<file path="src/sv/segment_reorder_buffer_unit_macros.svh">
// Assertion macros shared by the segment reorder buffer RTL.
`ifndef SEGMENT_REORDER_BUFFER_UNIT_MACROS_SVH
`define SEGMENT_REORDER_BUFFER_UNIT_MACROS_SVH

// Same-cycle implication, sampled on the rising clock, off while in reset.
`define SRB_ASSERT_SAME(label, ante, cons, msg) \
   label: assert property (@(posedge clock) disable iff (reset) (ante) |-> (cons)) \
      else $error(msg);

// Next-cycle implication, sampled on the rising clock, off while in reset.
`define SRB_ASSERT_NEXT(label, ante, cons, msg) \
   label: assert property (@(posedge clock) disable iff (reset) (ante) |=> (cons)) \
      else $error(msg);

`endif

</file>
<file path="src/sv/srb_pkg.sv">
// Shared types and constants of the segment reorder buffer.
`timescale 1ns / 1ps
package srb_pkg;

   // Field widths of one request and one result.
   localparam int TAG_W = 16;
   localparam int LEN_W = 11;
   localparam int HDL_W = 16;
   localparam int STS_W = 2;

   // Packed stream layout: tag, then length, then handle, padded to bytes.
   localparam int LEN_LSB = TAG_W;
   localparam int HDL_LSB = TAG_W + LEN_W;
   localparam int DATA_W  = ((TAG_W + LEN_W + HDL_W + 7) / 8) * 8;

   // Slot table; the depth is a power of two that divides the tag space.
   localparam int DEPTH  = 16;
   localparam int SLOT_W = $clog2(DEPTH);
   localparam logic [TAG_W-1:0] DEPTH_TAG = TAG_W'(DEPTH);

   // Most segments released for one request.
   localparam int MAX_OUT = 16;
   localparam int CNT_W   = $clog2(MAX_OUT + 1);
   localparam logic [CNT_W-1:0] CNT_FINAL = CNT_W'(MAX_OUT - 1);

   // Result queue between the intake and the output stage.
   localparam int QDEPTH = 4;
   localparam int QPTR_W = $clog2(QDEPTH);
   localparam int QCNT_W = $clog2(QDEPTH + 1);
   localparam logic [QCNT_W-1:0] QDEPTH_CNT = QCNT_W'(QDEPTH);

   typedef enum logic [STS_W-1:0] {
      STS_RELEASED      = 2'd0,
      STS_OUT_OF_WINDOW = 2'd1,
      STS_SLOT_BUSY     = 2'd2
   } status_type;

   typedef enum logic {
      FRONT_IDLE,
      FRONT_DRAIN
   } front_state_type;

   typedef struct packed {
      logic [TAG_W-1:0] tag;
      logic [LEN_W-1:0] length;
      logic [HDL_W-1:0] handle;
      status_type       status;
      logic             last;
   } result_type;

   typedef struct packed {
      logic       valid;
      result_type entry;
   } queue_push_type;

   typedef struct packed {
      logic       valid;
      result_type entry;
   } queue_head_type;

endpackage

</file>
<file path="src/sv/srb_front.sv">
// Intake: classifies each request, parks it in the slot table and walks the in-order releases.
`timescale 1ns / 1ps
module srb_front (
   input  logic                       clock,
   input  logic                       reset,
   input  logic                       req_valid,
   output logic                       req_ready,
   input  logic [srb_pkg::TAG_W-1:0]  req_tag,
   input  logic [srb_pkg::LEN_W-1:0]  req_length,
   input  logic [srb_pkg::HDL_W-1:0]  req_handle,
   input  logic                       q_full,
   output srb_pkg::queue_push_type    q_push,
   output logic                       busy
);

   srb_pkg::front_state_type state_ff, state_in;
   logic [srb_pkg::TAG_W-1:0]  expected_ff, expected_in;
   logic [srb_pkg::DEPTH-1:0]  valid_ff, valid_in;
   logic [srb_pkg::CNT_W-1:0]  cnt_ff, cnt_in;
   logic [srb_pkg::LEN_W-1:0]  len_ff [srb_pkg::DEPTH];
   logic [srb_pkg::HDL_W-1:0]  hdl_ff [srb_pkg::DEPTH];

   logic [srb_pkg::SLOT_W-1:0] head, head_next, slot;
   logic [srb_pkg::TAG_W-1:0]  offset;
   logic                       in_window, occupied, accept, store_we, final_release;

   // Window check and slot selection relative to the expected tag.
   assign head          = expected_ff[srb_pkg::SLOT_W-1:0];
   assign head_next     = head + srb_pkg::SLOT_W'(1);
   assign offset        = req_tag - expected_ff;
   assign in_window     = offset < srb_pkg::DEPTH_TAG;
   assign slot          = head + offset[srb_pkg::SLOT_W-1:0];
   assign occupied      = valid_ff[slot];
   assign final_release = (cnt_ff == srb_pkg::CNT_FINAL) || !valid_ff[head_next];

   assign req_ready = (state_ff == srb_pkg::FRONT_IDLE) && !q_full;
   assign accept    = req_valid && req_ready;
   assign busy      = (state_ff == srb_pkg::FRONT_DRAIN);

   // Control state.
   always_ff @(posedge clock) begin
      if (reset) begin
         state_ff    <= srb_pkg::FRONT_IDLE;
         expected_ff <= srb_pkg::TAG_W'(1);
         valid_ff    <= '0;
         cnt_ff      <= '0;
      end else begin
         state_ff    <= state_in;
         expected_ff <= expected_in;
         valid_ff    <= valid_in;
         cnt_ff      <= cnt_in;
      end
   end

   // Descriptor store; an entry is read only while its valid bit is set.
   always_ff @(posedge clock) begin
      if (store_we) begin
         len_ff[slot] <= req_length;
         hdl_ff[slot] <= req_handle;
      end
   end

   // Classification of a new request and the release walk.
   always_comb begin
      state_in    = state_ff;
      expected_in = expected_ff;
      valid_in    = valid_ff;
      cnt_in      = cnt_ff;
      store_we    = 1'b0;
      q_push      = '0;
      unique case (state_ff)
         srb_pkg::FRONT_IDLE: begin
            if (accept) begin
               q_push.entry.tag  = req_tag;
               q_push.entry.last = 1'b1;
               if (!in_window) begin
                  q_push.valid        = 1'b1;
                  q_push.entry.status = srb_pkg::STS_OUT_OF_WINDOW;
               end else if (occupied) begin
                  q_push.valid        = 1'b1;
                  q_push.entry.status = srb_pkg::STS_SLOT_BUSY;
               end else begin
                  // Park; release starts only if the head slot becomes ready.
                  store_we       = 1'b1;
                  valid_in[slot] = 1'b1;
                  cnt_in         = '0;
                  if ((offset == '0) || valid_ff[head]) begin
                     state_in = srb_pkg::FRONT_DRAIN;
                  end
               end
            end
         end
         srb_pkg::FRONT_DRAIN: begin
            if (!valid_ff[head]) begin
               state_in = srb_pkg::FRONT_IDLE;
            end else if (!q_full) begin
               q_push.valid        = 1'b1;
               q_push.entry.tag    = expected_ff;
               q_push.entry.length = len_ff[head];
               q_push.entry.handle = hdl_ff[head];
               q_push.entry.status = srb_pkg::STS_RELEASED;
               q_push.entry.last   = final_release;
               valid_in[head]      = 1'b0;
               expected_in         = expected_ff + srb_pkg::TAG_W'(1);
               cnt_in              = cnt_ff + srb_pkg::CNT_W'(1);
               if (final_release) begin
                  state_in = srb_pkg::FRONT_IDLE;
               end
            end
         end
         default: begin
            state_in = srb_pkg::FRONT_IDLE;
         end
      endcase
   end

endmodule

</file>
<file path="src/sv/srb_queue.sv">
// Small result queue that decouples the intake from the output stage.
`timescale 1ns / 1ps
module srb_queue (
   input  logic                    clock,
   input  logic                    reset,
   input  srb_pkg::queue_push_type push,
   output logic                    full,
   output srb_pkg::queue_head_type head,
   input  logic                    pop
);

   srb_pkg::result_type         mem_ff [srb_pkg::QDEPTH];
   logic [srb_pkg::QPTR_W-1:0]  wr_ptr_ff, wr_ptr_in, rd_ptr_ff, rd_ptr_in;
   logic [srb_pkg::QCNT_W-1:0]  count_ff, count_in;
   logic                        do_push, do_pop;

   assign full       = (count_ff == srb_pkg::QDEPTH_CNT);
   assign head.valid = (count_ff != '0);
   assign head.entry = mem_ff[rd_ptr_ff];
   assign do_push    = push.valid && !full;
   assign do_pop     = pop && head.valid;

   // Pointer and fill count update.
   always_comb begin
      wr_ptr_in = wr_ptr_ff;
      rd_ptr_in = rd_ptr_ff;
      count_in  = count_ff;
      if (do_push) begin
         wr_ptr_in = wr_ptr_ff + srb_pkg::QPTR_W'(1);
      end
      if (do_pop) begin
         rd_ptr_in = rd_ptr_ff + srb_pkg::QPTR_W'(1);
      end
      if (do_push && !do_pop) begin
         count_in = count_ff + srb_pkg::QCNT_W'(1);
      end else if (!do_push && do_pop) begin
         count_in = count_ff - srb_pkg::QCNT_W'(1);
      end
   end

   always_ff @(posedge clock) begin
      if (reset) begin
         wr_ptr_ff <= '0;
         rd_ptr_ff <= '0;
         count_ff  <= '0;
      end else begin
         wr_ptr_ff <= wr_ptr_in;
         rd_ptr_ff <= rd_ptr_in;
         count_ff  <= count_in;
      end
   end

   // Entry storage.
   always_ff @(posedge clock) begin
      if (do_push) begin
         mem_ff[wr_ptr_ff] <= push.entry;
      end
   end

endmodule

</file>
<file path="src/sv/srb_back.sv">
// Output stage: moves queued results into the response register.
`timescale 1ns / 1ps
module srb_back (
   input  logic                    clock,
   input  logic                    reset,
   input  srb_pkg::queue_head_type q_head,
   output logic                    q_pop,
   output logic                    rsp_valid,
   input  logic                    rsp_ready,
   output srb_pkg::result_type     rsp_entry
);

   logic                rsp_valid_ff, rsp_valid_in;
   srb_pkg::result_type rsp_entry_ff;
   logic                load;

   // The register takes a new result when empty or when the current one leaves.
   assign load         = !rsp_valid_ff || rsp_ready;
   assign q_pop        = load && q_head.valid;
   assign rsp_valid_in = load ? q_head.valid : rsp_valid_ff;

   always_ff @(posedge clock) begin
      if (reset) begin
         rsp_valid_ff <= 1'b0;
      end else begin
         rsp_valid_ff <= rsp_valid_in;
      end
   end

   always_ff @(posedge clock) begin
      if (q_pop) begin
         rsp_entry_ff <= q_head.entry;
      end
   end

   assign rsp_valid = rsp_valid_ff;
   assign rsp_entry = rsp_entry_ff;

endmodule

</file>
<file path="src/sv/segment_reorder_buffer_unit.sv">
// Top level of the segment reorder buffer: intake, result queue and output stage.
//
// Completed segments arrive tagged with a 16-bit sequence number in any order and leave in
// strict tag order, starting at tag one after reset. A tag within sixteen of the next expected
// tag is parked in its slot; every run of consecutive parked segments from the expected tag is
// then released with status zero, the final one of a request marked by tlast. A tag outside
// that window (status one) or one whose slot is taken (status two) gets a single error
// response with zero length and handle and changes nothing. When a request frees parked
// segments, the intake stays busy while they are released, since the release sequencer reads
// one slot of the table each cycle while the result queue is not full. A four-entry result
// queue and an output register let the intake keep working while responses wait.
`timescale 1ns / 1ps
`include "segment_reorder_buffer_unit_macros.svh"
module segment_reorder_buffer_unit (
   input  logic                        clock,
   input  logic                        reset,
   // req_tdata: seq_tag[15:0], seg_length[26:16], buf_handle[42:27], zero pad.
   input  logic                        req_tvalid,
   output logic                        req_tready,
   input  logic [srb_pkg::DATA_W-1:0]  req_tdata,
   // rsp_tdata: out_tag[15:0], out_length[26:16], out_handle[42:27], zero pad.
   output logic                        rsp_tvalid,
   input  logic                        rsp_tready,
   output logic [srb_pkg::DATA_W-1:0]  rsp_tdata,
   // rsp_tuser: status[1:0].
   output logic [srb_pkg::STS_W-1:0]   rsp_tuser,
   output logic                        rsp_tlast
);

   srb_pkg::queue_push_type q_push;
   srb_pkg::queue_head_type q_head;
   srb_pkg::result_type     rsp_entry;
   logic                    q_full, q_pop, front_busy;

   // Request intake and slot table.
   srb_front u_front (
      .clock      (clock),
      .reset      (reset),
      .req_valid  (req_tvalid),
      .req_ready  (req_tready),
      .req_tag    (req_tdata[0 +: srb_pkg::TAG_W]),
      .req_length (req_tdata[srb_pkg::LEN_LSB +: srb_pkg::LEN_W]),
      .req_handle (req_tdata[srb_pkg::HDL_LSB +: srb_pkg::HDL_W]),
      .q_full     (q_full),
      .q_push     (q_push),
      .busy       (front_busy)
   );

   // Result queue.
   srb_queue u_queue (
      .clock (clock),
      .reset (reset),
      .push  (q_push),
      .full  (q_full),
      .head  (q_head),
      .pop   (q_pop)
   );

   // Response register.
   srb_back u_back (
      .clock     (clock),
      .reset     (reset),
      .q_head    (q_head),
      .q_pop     (q_pop),
      .rsp_valid (rsp_tvalid),
      .rsp_ready (rsp_tready),
      .rsp_entry (rsp_entry)
   );

   // Response packing.
   always_comb begin
      rsp_tdata = '0;
      rsp_tdata[0 +: srb_pkg::TAG_W]                = rsp_entry.tag;
      rsp_tdata[srb_pkg::LEN_LSB +: srb_pkg::LEN_W] = rsp_entry.length;
      rsp_tdata[srb_pkg::HDL_LSB +: srb_pkg::HDL_W] = rsp_entry.handle;
   end
   assign rsp_tuser = rsp_entry.status;
   assign rsp_tlast = rsp_entry.last;

   // An error response always closes its request.
   `SRB_ASSERT_SAME(a_error_is_last, rsp_tvalid && (rsp_tuser != srb_pkg::STS_RELEASED), rsp_tlast, "error response without last")
   // The intake never offers a result the queue cannot hold.
   `SRB_ASSERT_SAME(a_push_not_full, q_push.valid, !q_full, "result pushed into a full queue")
   // No request is taken while releases are being walked.
   `SRB_ASSERT_SAME(a_no_intake_in_drain, front_busy, !req_tready, "request taken during release")
   // The final result of a request returns the intake to idle.
   `SRB_ASSERT_NEXT(a_last_ends_drain, !reset && q_push.valid && q_push.entry.last, !front_busy, "intake still busy after last result")

endmodule
</file>
<file path="config.mk">
export PLATFORM = sky130hd
export DESIGN_NAME = segment_reorder_buffer_unit
export DESIGN_NICKNAME = d
export VERILOG_FILES = /design/src/sv/srb_pkg.sv /design/src/sv/srb_front.sv /design/src/sv/srb_queue.sv /design/src/sv/srb_back.sv /design/src/sv/segment_reorder_buffer_unit.sv
export VERILOG_INCLUDE_DIRS = /design/src /design/src/sv
export SDC_FILE = /design/constraint.sdc
export NUM_CORES = 1
export LEC_CHECK = 0
export BUFFER_PORTS_ARGS = -buffer_cell sky130_fd_sc_hd__buf_4
export CAP_MARGIN = 30
export CORE_UTILIZATION = 45
export CTS_CLUSTER_SIZE = 30
export DETAILED_ROUTE_END_ITERATION = 8
export PLACE_DENSITY = 0.66
export SLEW_MARGIN = 15
export SYNTH_ARGS = -nofsm -noshare
export SYNTH_HDL_FRONTEND = slang
export SYNTH_SLANG_ARGS = --single-unit
</file>
<file path="constraint.sdc">
create_clock -name clock -period 8.3 [get_ports clock]
set_input_delay 1.66 -clock clock [delete_from_list [all_inputs] [get_ports clock]]
set_output_delay 1.66 -clock clock [all_outputs]
set_load 0.02 [all_outputs]
</file>
-- After elaboration in Yosys (flattened, before gate mapping)
Memory sizes are Yosys's and may differ from the RTL's. A register that Yosys moved wholly into a read port is not among the register bits.
Cells that the tools add are included.
- memory bits (writable): 616
- output and inout bits: 53
- logic and storage cells: 115
- bits in latches: 0
- bits of input ports: 52
- memories: 3
- memory bits (read-only): 0
- flip-flop bits (word level): 46
- eq/ne operators: 7
- reductions and logical operators: 22
- magnitude comparators: 6
- divide/modulo/power cells: 0
- shift-type cells: 0
- multiplexer cells: 55
- $mul: 0
- bitwise logic cells: 5
- $add $sub $neg: 9
- memories (memory ; depth ; width ; rd ports ; clocked after memory_dff ; wr ports ; RTL line ; RTL):
    u_front.hdl_ff ; 16 ; 16 ; 1 ; 1 ; 1 ; srb_front.sv:21 ; logic [srb_pkg::HDL_W-1:0] hdl_ff [srb_pkg::DEPTH];
    u_queue.mem_ff ; 4 ; 46 ; 1 ; 1 ; 1 ; srb_queue.sv:12 ; srb_pkg::result_type mem_ff [srb_pkg::QDEPTH];
    u_front.len_ff ; 16 ; 11 ; 1 ; 1 ; 1 ; srb_front.sv:20 ; logic [srb_pkg::LEN_W-1:0] len_ff [srb_pkg::DEPTH];
- operators by type and width (cell ; count):
    47-bit 2-to-1 mux ; 2
    16-bit 2-to-1 mux ; 5
    17-bit one-hot mux with 2 select lines ; 1
    16-bit one-hot mux with 2 select lines ; 1
    27-bit 2-to-1 mux ; 1
    5-bit 2-to-1 mux ; 5
    1-bit 2-to-1 mux ; 22
    17-bit 2-to-1 mux ; 1
    16-bit by 1-bit adder with 16-bit output (second input constant) ; 1
    16-bit AND ; 1
    16-bit zero test ; 1
    16-bit by 5-bit < comparator with 1-bit output (second input constant) ; 1
    4-bit 2-to-1 mux ; 4
    16-bit NOT ; 1
    16-bit OR ; 1
    16-bit subtractor ; 1
    4-bit by 5-bit < comparator with 1-bit output (second input constant) ; 3
    1-bit binary-select mux with 4-bit select ; 3
    5-bit one-hot mux with 2 select lines ; 1
    1-bit logical AND ; 9
    3-bit 2-to-1 mux ; 3
    1-bit demux with 4-bit select ; 2
    4-bit by 1-bit greater-or-equal comparator with 1-bit output (second input constant) ; 2
    2-bit != test (second input constant) ; 3
    other kinds (19) ; 29

-- Longest topological paths before layout
Gate-level depths: netlist of the first run.
- depth after elaboration: 13
- gate-level depth with buffers: 19
- gate-level depth less buffers: 19

-- Modules after synthesis
From an unflattened synthesis of the first run, not the netlist that was laid out.
- cell total of the unflattened synthesis: 1430
- area, all modules: 28618.7 sq um
- modules (own cells, without submodules) (module ; cells each ; area each (sq um) ; instances):
    srb_front ; 1085 ; 19971.7 ; 1
    srb_queue ; 288 ; 7169.4 ; 1
    srb_back ; 51 ; 1436.4 ; 1
    segment_reorder_buffer_unit ; 6 ; 41.3 ; 1

-- Worst setup path before layout of the first run
OpenSTA, ideal clock, no wires.
- path kind: input to register
- start point: in req_tdata[0] in the netlist's numbering
- end point: mem u_front.hdl_ff[10][0] in the netlist's numbering, enable pin
- path buffers: 1
- data arrival time: 6790 ps
- stages: 12
- path slack: 1065 ps
- cells stage by stage: inv_1 > ha_1 > fa_1 > fa_1 > xor2_1 > mux4_2 > mux4_2 > nand3b_4 > nor2_4 > buf_6 > nand3_2 > nor3_1
- longest elaborated chain between the ends: 10
- elaborated cells on any way between the ends: 11
- those cells by class: 2 x add/sub; 1 x order compare; 8 x mux
- ends and longest elaborated chain (item ; RTL line ; RTL):
    start, declared ; segment_reorder_buffer_unit.sv:20 ; input logic [srb_pkg::DATA_W-1:0] req_tdata,
    16-bit subtractor (*) ; srb_front.sv:30 ; assign offset = req_tag - expected_ff;
    4-bit adder ; srb_front.sv:32 ; assign slot = head + offset[srb_pkg::SLOT_W-1:0];
    1-bit binary-select mux with 4-bit select ; srb_front.sv:33 ; assign occupied = valid_ff[slot];
    1-bit 2-to-1 mux (not written as such) ; srb_front.sv:33 ;
    1-bit 2-to-1 mux ; srb_front.sv:79 ; end else if (occupied) begin
    1-bit 2-to-1 mux ; srb_front.sv:76 ; if (!in_window) begin
    1-bit 2-to-1 mux ; srb_front.sv:73 ; if (accept) begin
    1-bit 2-to-1 mux ; srb_front.sv:71 ; unique case (state_ff)
    1-bit 2-to-1 mux ; srb_front.sv:57 ; if (store_we) begin
    1-bit 2-to-1 mux (not written as such) ; srb_front.sv:59 ; hdl_ff[slot] <= req_handle;
    end, declared ; srb_front.sv:21 ;
Every way passes the cells marked *; elsewhere a longest branch is shown, timed or not. The select of a mux whose other input is x is not followed.

-- Worst setup path after layout of the first run
- start point: in req_tdata[0] in the netlist's numbering
- end point: mem u_front.hdl_ff[8][15] in the netlist's numbering, enable pin
The elaborated chain is that of the path after synthesis.

==> results of run 1 <==
-- layer usage --
metal  vias to the layer above  GRT usage [%]  share of wire, %
met2                       449           30.3                49
met5                         -              0             0.015
met4                         2           5.52               2.2
met1                      7308           25.9                42
li1                       6210              -                 -
met3                       101           4.07               6.7
-- logic make-up (layout without fill, tap and decap cells) --
family,after synthesis,count (layout),share of synthesized area (%)
other,1,5,0.0131
adders and majority gates,31,31,1.43
xor gates and xnor gates,35,35,1.15
DFF,712,712,72.9
buffers and inverters,103,291,1.48
and+or+nand+nor,257,257,4.85
AOI/OAI and AO/OA,117,117,2.59
muxes,202,202,15.6
-- power by group through the flow --
stage / Sequential, W / Combinational (W) / Clock (W)
2_1_floorplan: 0.00449 / 0.000448 / 0
3_3_place_gp: 0.00440 / 0.000911 / 0
3_5_place_dp: 0.00439 / 0.000949 / 0
4_1_cts: 0.00431 / 0.000951 / 0.00323
5_1_grt: 0.00433 / 0.00101 / 0.00337
6_report: 0.00430 / 0.000935 / 0.00317
-- sequential cells by signal, indices dropped and copies added, names as in the netlist, named ones only --
signal / count
u_queue.mem_ff: 184
u_front.hdl_ff: 256
u_queue.rd_ptr_ff: 2
u_front.cnt_ff: 5
u_front.len_ff: 176
u_queue.wr_ptr_ff: 2
u_queue.count_ff: 3
u_back.rsp_entry: 46
u_front.valid_ff: 16
u_back.rsp_valid: 1
u_front.expected_ff: 16
u_front.busy: 1
-- worst min path at each step --
stage | end | slack (ns) | cells after the start
6_report | u_front.expected_ff[11]$_SDFFE_PP0P_ | 0.50 | 2
5_1_grt | u_front.expected_ff[11]$_SDFFE_PP0P_ | 0.51 | 2
4_1_cts | u_front.expected_ff[11]$_SDFFE_PP0P_ | 0.49 | 2
3_5_place_dp | u_front.expected_ff[11]$_SDFFE_PP0P_ | 0.48 | 2
3_3_place_gp | u_front.expected_ff[11]$_SDFFE_PP0P_ | 0.47 | 2
2_1_floorplan | u_front.valid_ff[7]$_SDFFE_PP0P_ | 0.46 | 2
-- cell type report --
type / count / area share [%]
clock buffers: 93 / 6.09
repair buffers: 128 / 3.25
multi-input cells: 647 / 22.7
well taps: 846 / 3.21
inverters: 31 / 0.353
flip-flops and latches: 712 / 63.4
clock inverters: 39 / 0.995
-- worst max-delay path: stages --
cell and delay [ns]:
buf_4 0.12, inv_1 0.09, ha_1 0.27, fa_1 0.51
fa_1 0.47, xor2_1 0.56, mux4_2 0.59, mux4_2 0.52
nand3b_4 0.20, nor2_4 0.33, nand3_2 0.24, nor2_4 0.68
buf_4 0.37
-- placed cells by master, fill, tap and decap left out, types with 16 or more instances in the layout --
cell type | netlist | final
ha_1 | 28 | 28
o21ai_0 | 33 | 33
a21oi_1 | 30 | 29
inv_1 | 28 | 28
nand3b_1 | 16 | 16
dfxtp_1 | 50 | 45
clkbuf_16 | 0 | 77
nand3_1 | 20 | 20
nand2_1 | 56 | 56
and2_1 | 36 | 30
mux4_2 | 190 | 190
nor2_1 | 50 | 43
xnor2_1 | 24 | 24
edfxtp_1 | 662 | 662
buf_4 | 5 | 121
-- through the flow --
stage               utilization (%)  power, W
finish                         52.3   0.00841
detailed placement             48.5   0.00533
floorplan                         -   0.00494
global route                   52.3   0.00872
global placement               48.3   0.00531
CTS                            52.2   0.00850
==> summary.txt, run 1 <==
Status
  • Status: finished clean

STA
  • Slew margin rel.: 33.4%
  • RSZ-0062 raised after global routing: no
  • # setup viols final: 0
  • Post-route setup TNS: 0 ns
  • Tcrit/Tclk final: 76.7%
  • Hold Fails Final Rpt: 0
  • Least-Margin Pin Slew: 0.999 ns
  • Final WS setup: 1.93 ns
  • Top achievable clock speed: 0.157 GHz
  • Tmin final: 6.37 ns
  • Slew Limit Fails: 0
  • Worst Clk Skew: 0.0156 ns
  • Hold WS: 0.497 ns

Critical path
  • Reg2Reg Setup Slack: 2.39 ns
  • Startpoint Class: input port
  • Worst Setup EP: u_front.hdl_ff[8][15]$_DFFE_PP_
  • Critical path capture point type: register
  • Reg2Reg Depth: 12
  • Reg2reg start: u_front.expected_ff[2]$_SDFFE_PP0P_
  • Crit path arrival time: 6.65 ns
  • Reg2reg end: u_front.hdl_ff[8][15]$_DFFE_PP_
  • Worst Path Max Fanout: 17
  • CP startpoint: req_tdata[0]
  • WP data required: 8.58 ns
  • Type of the worst setup path: input port to register

Pwr
  • P per Cell Area: 255 mW/mm²
  • Sequential Power Share: 51.2%
  • Switching Fraction: 23.4%
  • P_leak: 10.8 nW
  • P_sw: 0.00197 W
  • Combinational Power Share: 11.1%
  • Worst VDD drop: 0.000182 V
  • Pint: 0.00644 W
  • Clock share of power: 37.7%

Clocking
  • Root buffer cell: clkbuf_16
  • Clk sinks: 712
  • Cts bufs inserted: 73
  • Total setup buffers inserted after CTS: 0
  • Clock tree buffer depth: 3
  • H-tree depth: 3
  • Post-cts resize count: 0
  • CTS tree: done
  • Worst-path clk slew: 0.06 ns
  • Clk_lat worst skew: 0.60 ns
  • # hold bufs at CTS: 0

Floorplanning
  • Die ar.: 0.0647 mm²
  • Initial Util: 45.5%
  • Core Box Area: 0.0630 mm²
  • Vert. Die Dim: 254 µm
  • I/O pin count: 105
  • Row count: 92
  • Die width: 254 µm

Yosys
  • Netlist cell types: 73
  • Main area contributors after synthesis: edfxtp_1 (69%), mux4_2 (15%), dfxtp_1 (3.5%), ha_1 (1.2%), and2_1 (0.79%)
  • Yosys warns: 0
  • Post-synthesis area per instance: 19.7 µm²
  • Seq/Total Area, Yosys: 72.9%
  • Synth Instances: 1458
  • Post-synth top area share: 69.4%
  • Async S/R FF share, synth: 0%
  • Number of synthesized register bits: 712
  • Most frequent cells after synthesis: edfxtp_1 (662), mux4_2 (190), nand2_1 (56), dfxtp_1 (50), nor2_1 (50)
  • Count leader, synth: edfxtp_1
  • Synth Cell Area: 0.0286 mm²
  • Ys flop type: edfxtp_1
  • Post-synth top area cell: edfxtp_1
  • Number of enable flip-flop cells after synthesis: 662

Global route
  • Vias in the first global route: 14200
  • Grt total ovfl: 0
  • Tot GR Track Use: 18.9%
  • Largest net degree at the start of global routing: 66
  • Initial antenna violation count: 3
  • Global-route wire length before repair: 89500 µm

Job
  • Max cap viols: 0

Cells and area
  • Fillers: 4912
  • Finished Cell Area: 0.0329 mm²
  • Reg area: 0.0209 mm²
  • Post-route insts no fill: 2496
  • Final nets: 1676
  • Multi-input logic area: 0.00746 mm²
  • ANT cells: 0
  • Area grow syn2layout: 15.0%
  • Share of cells above drive strength 1: 28.6%

Route
  • Aggregate routed wire length: 59700 µm
  • Iteration-0 DRC Markers: 1177
  • DRC Markers: 0
  • Drt pass-1 iters: 5
  • Routed vias/inst: 5.64
  • Wire length per cell: 23.9 µm
  • DR vias: 14100
  • Post-route ant nets: 0

Placed design
  • HPWL after DPL: 36400 µm
  • Placed insts: 2362
  • Post-place setup slack: 1.36 ns
  • Routability cong.: 0.865
  • Placed cell areas: 0.0305 mm²
  • PortBufs: 94

Hold path
  • Hold Crit Class: register to register
  • Worst hold start: u_front.expected_ff[11]$_SDFFE_PP0P_
Note: power is estimated with default switching activity, not from simulation.
==> inputs of run 2 (changes only) <==
- ABC_AREA: unset -> 1
- PLACE_DENSITY: 0.66 -> 0.68
- clock period: 8.3 -> 5.5 ns (I/O delays scaled with it)
==> summary.txt, run 2 <==
Status
  • Status: finished clean

Yosys
  • Number of enable flip-flop cells after synthesis: 662
  • Synth Cell Area: 0.0293 mm²
  • Post-synth top area share: 67.8%
  • Post-synthesis area per instance: 12.1 µm²
  • Most frequent cells after synthesis: edfxtp_1 (662), nor2_1 (398), o21ai_0 (339), nand2_1 (232), clkbuf_1 (118)
  • Netlist cell types: 44
  • Async S/R FF share, synth: 0%
  • Count leader, synth: edfxtp_1
  • Main area contributors after synthesis: edfxtp_1 (68%), o21ai_0 (5.8%), nor2_1 (5.1%), dfxtp_1 (3.4%), nand2_1 (3.0%)
  • Yosys warns: 0
  • Seq/Total Area, Yosys: 71.2%
  • Post-synth top area cell: edfxtp_1
  • Ys flop type: edfxtp_1
  • Synth Instances: 2431
  • Number of synthesized register bits: 712

Cells and area
  • Final nets: 2580
  • Post-route insts no fill: 3410
  • Fillers: 5445
  • Finished Cell Area: 0.0333 mm²
  • Share of cells above drive strength 1: 11.0%
  • Largest reg by FF count: u_front.hdl_ff
  • Area grow syn2layout: 13.6%
  • Most frequent cells in the layout: edfxtp_1 (662), nor2_1 (379), o21ai_0 (339), nand2_1 (232), buf_4 (132)
  • Biggest regs: u_front.hdl_ff x256, u_queue.mem_ff x184, u_front.len_ff x176
  • Commonest non-fill, non-tap cell in the layout: edfxtp_1
  • Largest register FFs: 256

Clocking
  • Post-cts resize count: 0
  • Worst-path clk slew: 0.06 ns
  • Total setup buffers inserted after CTS: 0
  • H-tree depth: 3
  • # hold bufs at CTS: 0
  • Clk_lat worst skew: 0.62 ns
  • Clk sinks: 712
  • CTS tree: done
  • Cts bufs inserted: 72
  • Clock tree buffer depth: 3
  • Root buffer cell: clkbuf_16

Global route
  • Tot GR Track Use: 21.8%
  • Grt total ovfl: 0
  • Global-route wire length before repair: 111000 µm
  • Initial antenna violation count: 3
  • Largest net degree at the start of global routing: 217
  • Vias in the first global route: 19100

Floorplanning
  • Die width: 257 µm
  • Core Box Area: 0.0645 mm²
  • Die ar.: 0.0662 mm²
  • I/O pin count: 105
  • Vert. Die Dim: 257 µm
  • Initial Util: 45.5%
  • Row count: 93

Route
  • Aggregate routed wire length: 73100 µm
  • Drt pass-1 iters: 5
  • Post-route ant nets: 0
  • DRC Markers: 0
  • Routed vias/inst: 5.80
  • DR vias: 19800
  • Iteration-0 DRC Markers: 2119
  • Wire length per cell: 21.4 µm

Critical path
  • Worst Path Max Fanout: 7
  • Reg2Reg Setup Slack: 1.42 ns
  • WP data required: 6.05 ns
  • Reg2reg start: u_front.expected_ff[2]$_SDFFE_PP0P_
  • Crit path arrival time: 4.88 ns
  • Startpoint Class: input port
  • Critical path capture point type: register
  • Most used cell, CP: nand2_1
  • Reg2reg end: u_queue.count_ff[2]$_SDFFE_PP0P_
  • Reg2Reg Depth: 20
  • Type of the worst setup path: input port to register
  • Crit-path max cell delay: 0.72 ns
  • Slowest CP cell: fa_1
  • Critical-path cell list: buf_4 > inv_1 > ha_1 > fa_1 > fa_1 > inv_1 > nand2_1 > nand2_1 > nand2_1 > nand2_1 > nand2_1 > nand2_2 > nand4_2 > nand2_1 > nand2_2 > ha_1 > inv_1 > fa_1 > o21ai_0 > a21o_1 > o21ai_0 > a21oi_1

STA
  • Tcrit/Tclk final: 78.9%
  • Worst Clk Skew: 0.0210 ns
  • Tmin final: 4.34 ns
  • Hold Fails Final Rpt: 0
  • # setup viols final: 0
  • Slew margin rel.: 35.8%
  • Top achievable clock speed: 0.231 GHz
  • Slew Limit Fails: 0
  • Post-route setup TNS: 0 ns
  • RSZ-0062 raised after global routing: no
  • Least-Margin Pin Slew: 0.964 ns

Pwr
  • Worst VDD drop: 0.000239 V
  • P per Cell Area: 393 mW/mm²
  • P_leak: 11.0 nW

Placed design
  • HPWL after DPL: 41000 µm
  • Placed cell areas: 0.0310 mm²
  • PortBufs: 94
  • Placed insts: 3278
  • Routability cong.: 0.862

Hold path
  • Hold Crit Depth: 2
  • Hold Crit Class: register to register
  • Worst hold start: u_front.cnt_ff[4]$_SDFFE_PP0P_
  • Hold endpoint: u_front.cnt_ff[4]$_SDFFE_PP0P_

Job
  • Max cap viols: 0
==> run 2: worst max-delay path: cells and delay by family <==
family	cells	cell delay (ns)
simple gates	9	0.83
buf+inv	4	0.47
fa+ha+maj	5	1.99
compound gates	4	0.49
==> run 2: worst max path at each step <==
stage	endpoint	start	slack, ns
floorplan	u_queue.mem_ff[0][0]$_DFFE_PP_	req_tdata[0]	-0.16
global placement	u_queue.count_ff[2]$_SDFFE_PP0P_	req_tdata[0]	0.61
detailed placement	u_queue.count_ff[2]$_SDFFE_PP0P_	req_tdata[0]	0.60
CTS	u_queue.count_ff[2]$_SDFFE_PP0P_	req_tdata[0]	1.24
global route	u_queue.count_ff[2]$_SDFFE_PP0P_	req_tdata[0]	0.78
finish	u_queue.count_ff[2]$_SDFFE_PP0P_	req_tdata[0]	1.16
==> run 2: layout make-up <==
class | instances | area (µm²) | share of cell area, %
sequential | 712 | 20900 | 62.7
multi-input combinational | 1461 | 7530 | 22.6
clock buffer | 89 | 1920 | 5.76
timing repair buffer | 136 | 1070 | 3.22
tap | 855 | 1070 | 3.21
inverter | 114 | 438 | 1.32
clock inverter | 42 | 375 | 1.13
antenna | 1 | 2.50 | 0.00752
==> run 2: per-layer routing <==
layer	vias up	global-route usage, %	routed length (µm)
met3	151	4.20	5870
met2	832	34.9	34700
met4	2	7.89	2100
met1	9764	29.5	30400
li1	9021	-	-
met5	-	0	13
==> run 2: stage by stage <==
step	hold WS [ns]	setup WS [ns]	power, W	util [%]
5_1_grt	0.481	0.783	0.0136	51.6
3_5_place_dp	0.459	0.602	0.00844	48.1
4_1_cts	0.466	1.24	0.0132	51.6
6_report	0.463	1.16	0.0131	51.6
2_1_floorplan	0.441	-0.156	0.00771	-
3_3_place_gp	0.450	0.611	0.00839	48.1
==> run 2: cells by family after synthesis <==
| kind of cell | count (synthesis) | share of synthesized area (%) |
|---|---|---|
| buf+inv | 262 | 3.67 |
| flops | 712 | 71.2 |
| fa+ha+maj | 31 | 1.40 |
| other cells | 1 | 0.0128 |
| xor+xnor | 11 | 0.329 |
| simple gates | 772 | 10.7 |
| compound gates | 642 | 12.6 |
==> run 2: where the power goes <==
group | internal [W] | total, W | switching (W)
sequential | 0.00640 | 0.00650 | 0.0000980
combinational | 0.000552 | 0.00181 | 0.00126
clock | 0.00273 | 0.00477 | 0.00204
total | 0.00969 | 0.0131 | 0.00339
==> inputs of run 3 (changes only) <==
- clock period: 5.5 -> 3.52 ns (I/O delays scaled with it)
==> summary.txt, run 3 (synthesis gave the netlist of run 2 again) <==
Clocking
  • Cts bufs inserted: 74
  • Clock tree buffer depth: 3
  • Clk_lat worst skew: 0.61 ns
  • Root buffer cell: clkbuf_16
  • # hold bufs at CTS: 0
  • Clk sinks: 712
  • CTS tree: done
  • H-tree depth: 3
  • Worst-path clk slew: 0.06 ns

Placed design
  • Post-place setup slack: -0.621 ns
  • HPWL after DPL: 43900 µm
  • PortBufs: 94
  • Placed insts: 3361
  • Routability cong.: 0.929

Cells and area
  • Fin util: 53.6%
  • Largest reg by FF count: u_front.hdl_ff
  • Post-route insts no fill: 3496
  • Share of cells above drive strength 1: 14.8%
  • Most frequent cells in the layout: edfxtp_1 (662), nor2_1 (376), o21ai_0 (337), nand2_1 (229), buf_4 (181)
  • Commonest non-fill, non-tap cell in the layout: edfxtp_1
  • Final nets: 2666
  • Largest register FFs: 256
  • Biggest regs: u_front.hdl_ff x256, u_queue.mem_ff x184, u_front.len_ff x176
  • Area grow syn2layout: 17.9%

Route
  • Aggregate routed wire length: 72600 µm
  • Iteration-0 DRC Markers: 2135
  • DR vias: 19900
  • DRC Markers: 0
  • Drt pass-1 iters: 6
  • Routed vias/inst: 5.70
  • Post-route ant nets: 0
  • Wire length per cell: 20.8 µm

Pwr
  • P per Cell Area: 601 mW/mm²
  • Power, Total: 0.0208 W
  • P_leak: 11.6 nW
  • Worst VDD drop: 0.000370 V

Critical path
  • Critical path capture point type: register
  • Type of the worst setup path: register to register
  • Startpoint Class: register
  • Crit path arrival time: 3.88 ns
  • Reg2Reg Depth: 20
  • Worst Path Max Fanout: 6
  • WP data required: 4.05 ns

STA
  • Worst Clk Skew: 0.0385 ns
  • Slew Limit Fails: 0
  • Top achievable clock speed: 0.299 GHz
  • Hold Fails Final Rpt: 0
  • Tcrit/Tclk final: 95.0%
  • Hold WS: 0.389 ns
  • RSZ-0062 raised after global routing: no
  • Tmin final: 3.35 ns
  • Least-Margin Pin Slew: 0.926 ns
  • Final WS setup: 0.175 ns
  • Slew margin rel.: 38.3%
  • # setup viols final: 0

Global route
  • Vias in the first global route: 19300
  • Tot GR Track Use: 21.7%
  • Initial antenna violation count: 3
  • Grt total ovfl: 0
  • Largest net degree at the start of global routing: 93
  • Global-route wire length before repair: 111000 µm

Floorplanning
  • Initial Util: 45.5%
  • Core Box Area: 0.0645 mm²
  • Row count: 93
  • I/O pin count: 105
  • Die ar.: 0.0662 mm²
  • Die width: 257 µm
  • Vert. Die Dim: 257 µm

Hold path
  • Hold Crit Class: input port to register
  • Hold Crit Depth: 1

Status
  • Status: finished clean

Job
  • Max cap viols: 0
-- run 3: changes by cell type in the layout (fill, tap and decap cells not counted), sizes merged --
cell	change
clkbuf	+3
buf	+84
clkinv	-3
clkinvlp	+4
inv	-3
bufinv	+1
-- run 3: through the flow --
stage	cell area, µm²	TNS [ns]
floorplan	29500	-193.93
global placement	32100	-205.17
detailed placement	32100	-224.33
CTS	34500	0
global route	34600	0
finish	34600	0
-- run 3: final timing paths --
kind / from / end / slack, ns
max: u_front.expected_ff[0]$_SDFFE_PP1P_ / u_queue.count_ff[2]$_SDFFE_PP0P_ / 0.17
min: req_tdata[28] / u_front.hdl_ff[13][1]$_DFFE_PP_ / 0.39
max reg2reg: u_front.expected_ff[0]$_SDFFE_PP1P_ / u_queue.count_ff[2]$_SDFFE_PP0P_ / 0.17
min reg2reg: u_front.valid_ff[10]$_SDFFE_PP0P_ / u_front.valid_ff[10]$_SDFFE_PP0P_ / 0.47
-- run 3: worst max-delay path, stage by stage, from the launching register on --
cell and delay, ns:
dfxtp_2 0.33, ha_4 0.16, fa_2 0.44, fa_2 0.64, inv_2 0.09, nand2_1 0.07, nand2_1 0.06, nand2_1 0.05
nand2_1 0.05, nand2_1 0.07, nand2_2 0.08, nand4_4 0.09, nand2_2 0.07, nand2_2 0.07, ha_2 0.18, inv_2 0.04
fa_2 0.35, o21ai_2 0.12, a21o_1 0.11, o21ai_0 0.07, a21oi_1 0.14
-- run 3: power by group --
group	switching [W]	total (W)	leakage, nW	internal [W]
Sequential	0.000170	0.0102	6.41	0.0100
Combinational	0.00201	0.00301	4.00	0.00101
Clock	0.00315	0.00759	1.14	0.00444
Total	0.00533	0.0208	11.6	0.0155
-- run 3: layout make-up --
class | count | area, µm²
diodes | 1 | 2.50
clock buffers | 92 | 1980
clock inverters | 41 | 367
fillers | 5324 | 29900
inverters | 114 | 457
multi-input cells | 1461 | 7650
flip-flops and latches | 712 | 20900
well taps | 855 | 1070
repair buffers | 220 | 2140
-- run 3: metal layers --
layer / vias to the layer above / GRT usage (%) / part of all wire [%]
met4: 4 / 7.28 / 2.4
met3: 133 / 4.26 / 7.7
met2: 781 / 35.2 / 48
met1: 9837 / 29.4 / 41
li1: 9182 / - / -
met5: - / 0 / 0.034
-- run 3: timing repair --
item / CTS / global route
setup buffers: 0 / 1
pin swaps: 4 / 4
resized for setup: 4 / 13
endpoints found under the setup margin: 2 / 310
endpoints found under the hold margin: 0 / 0
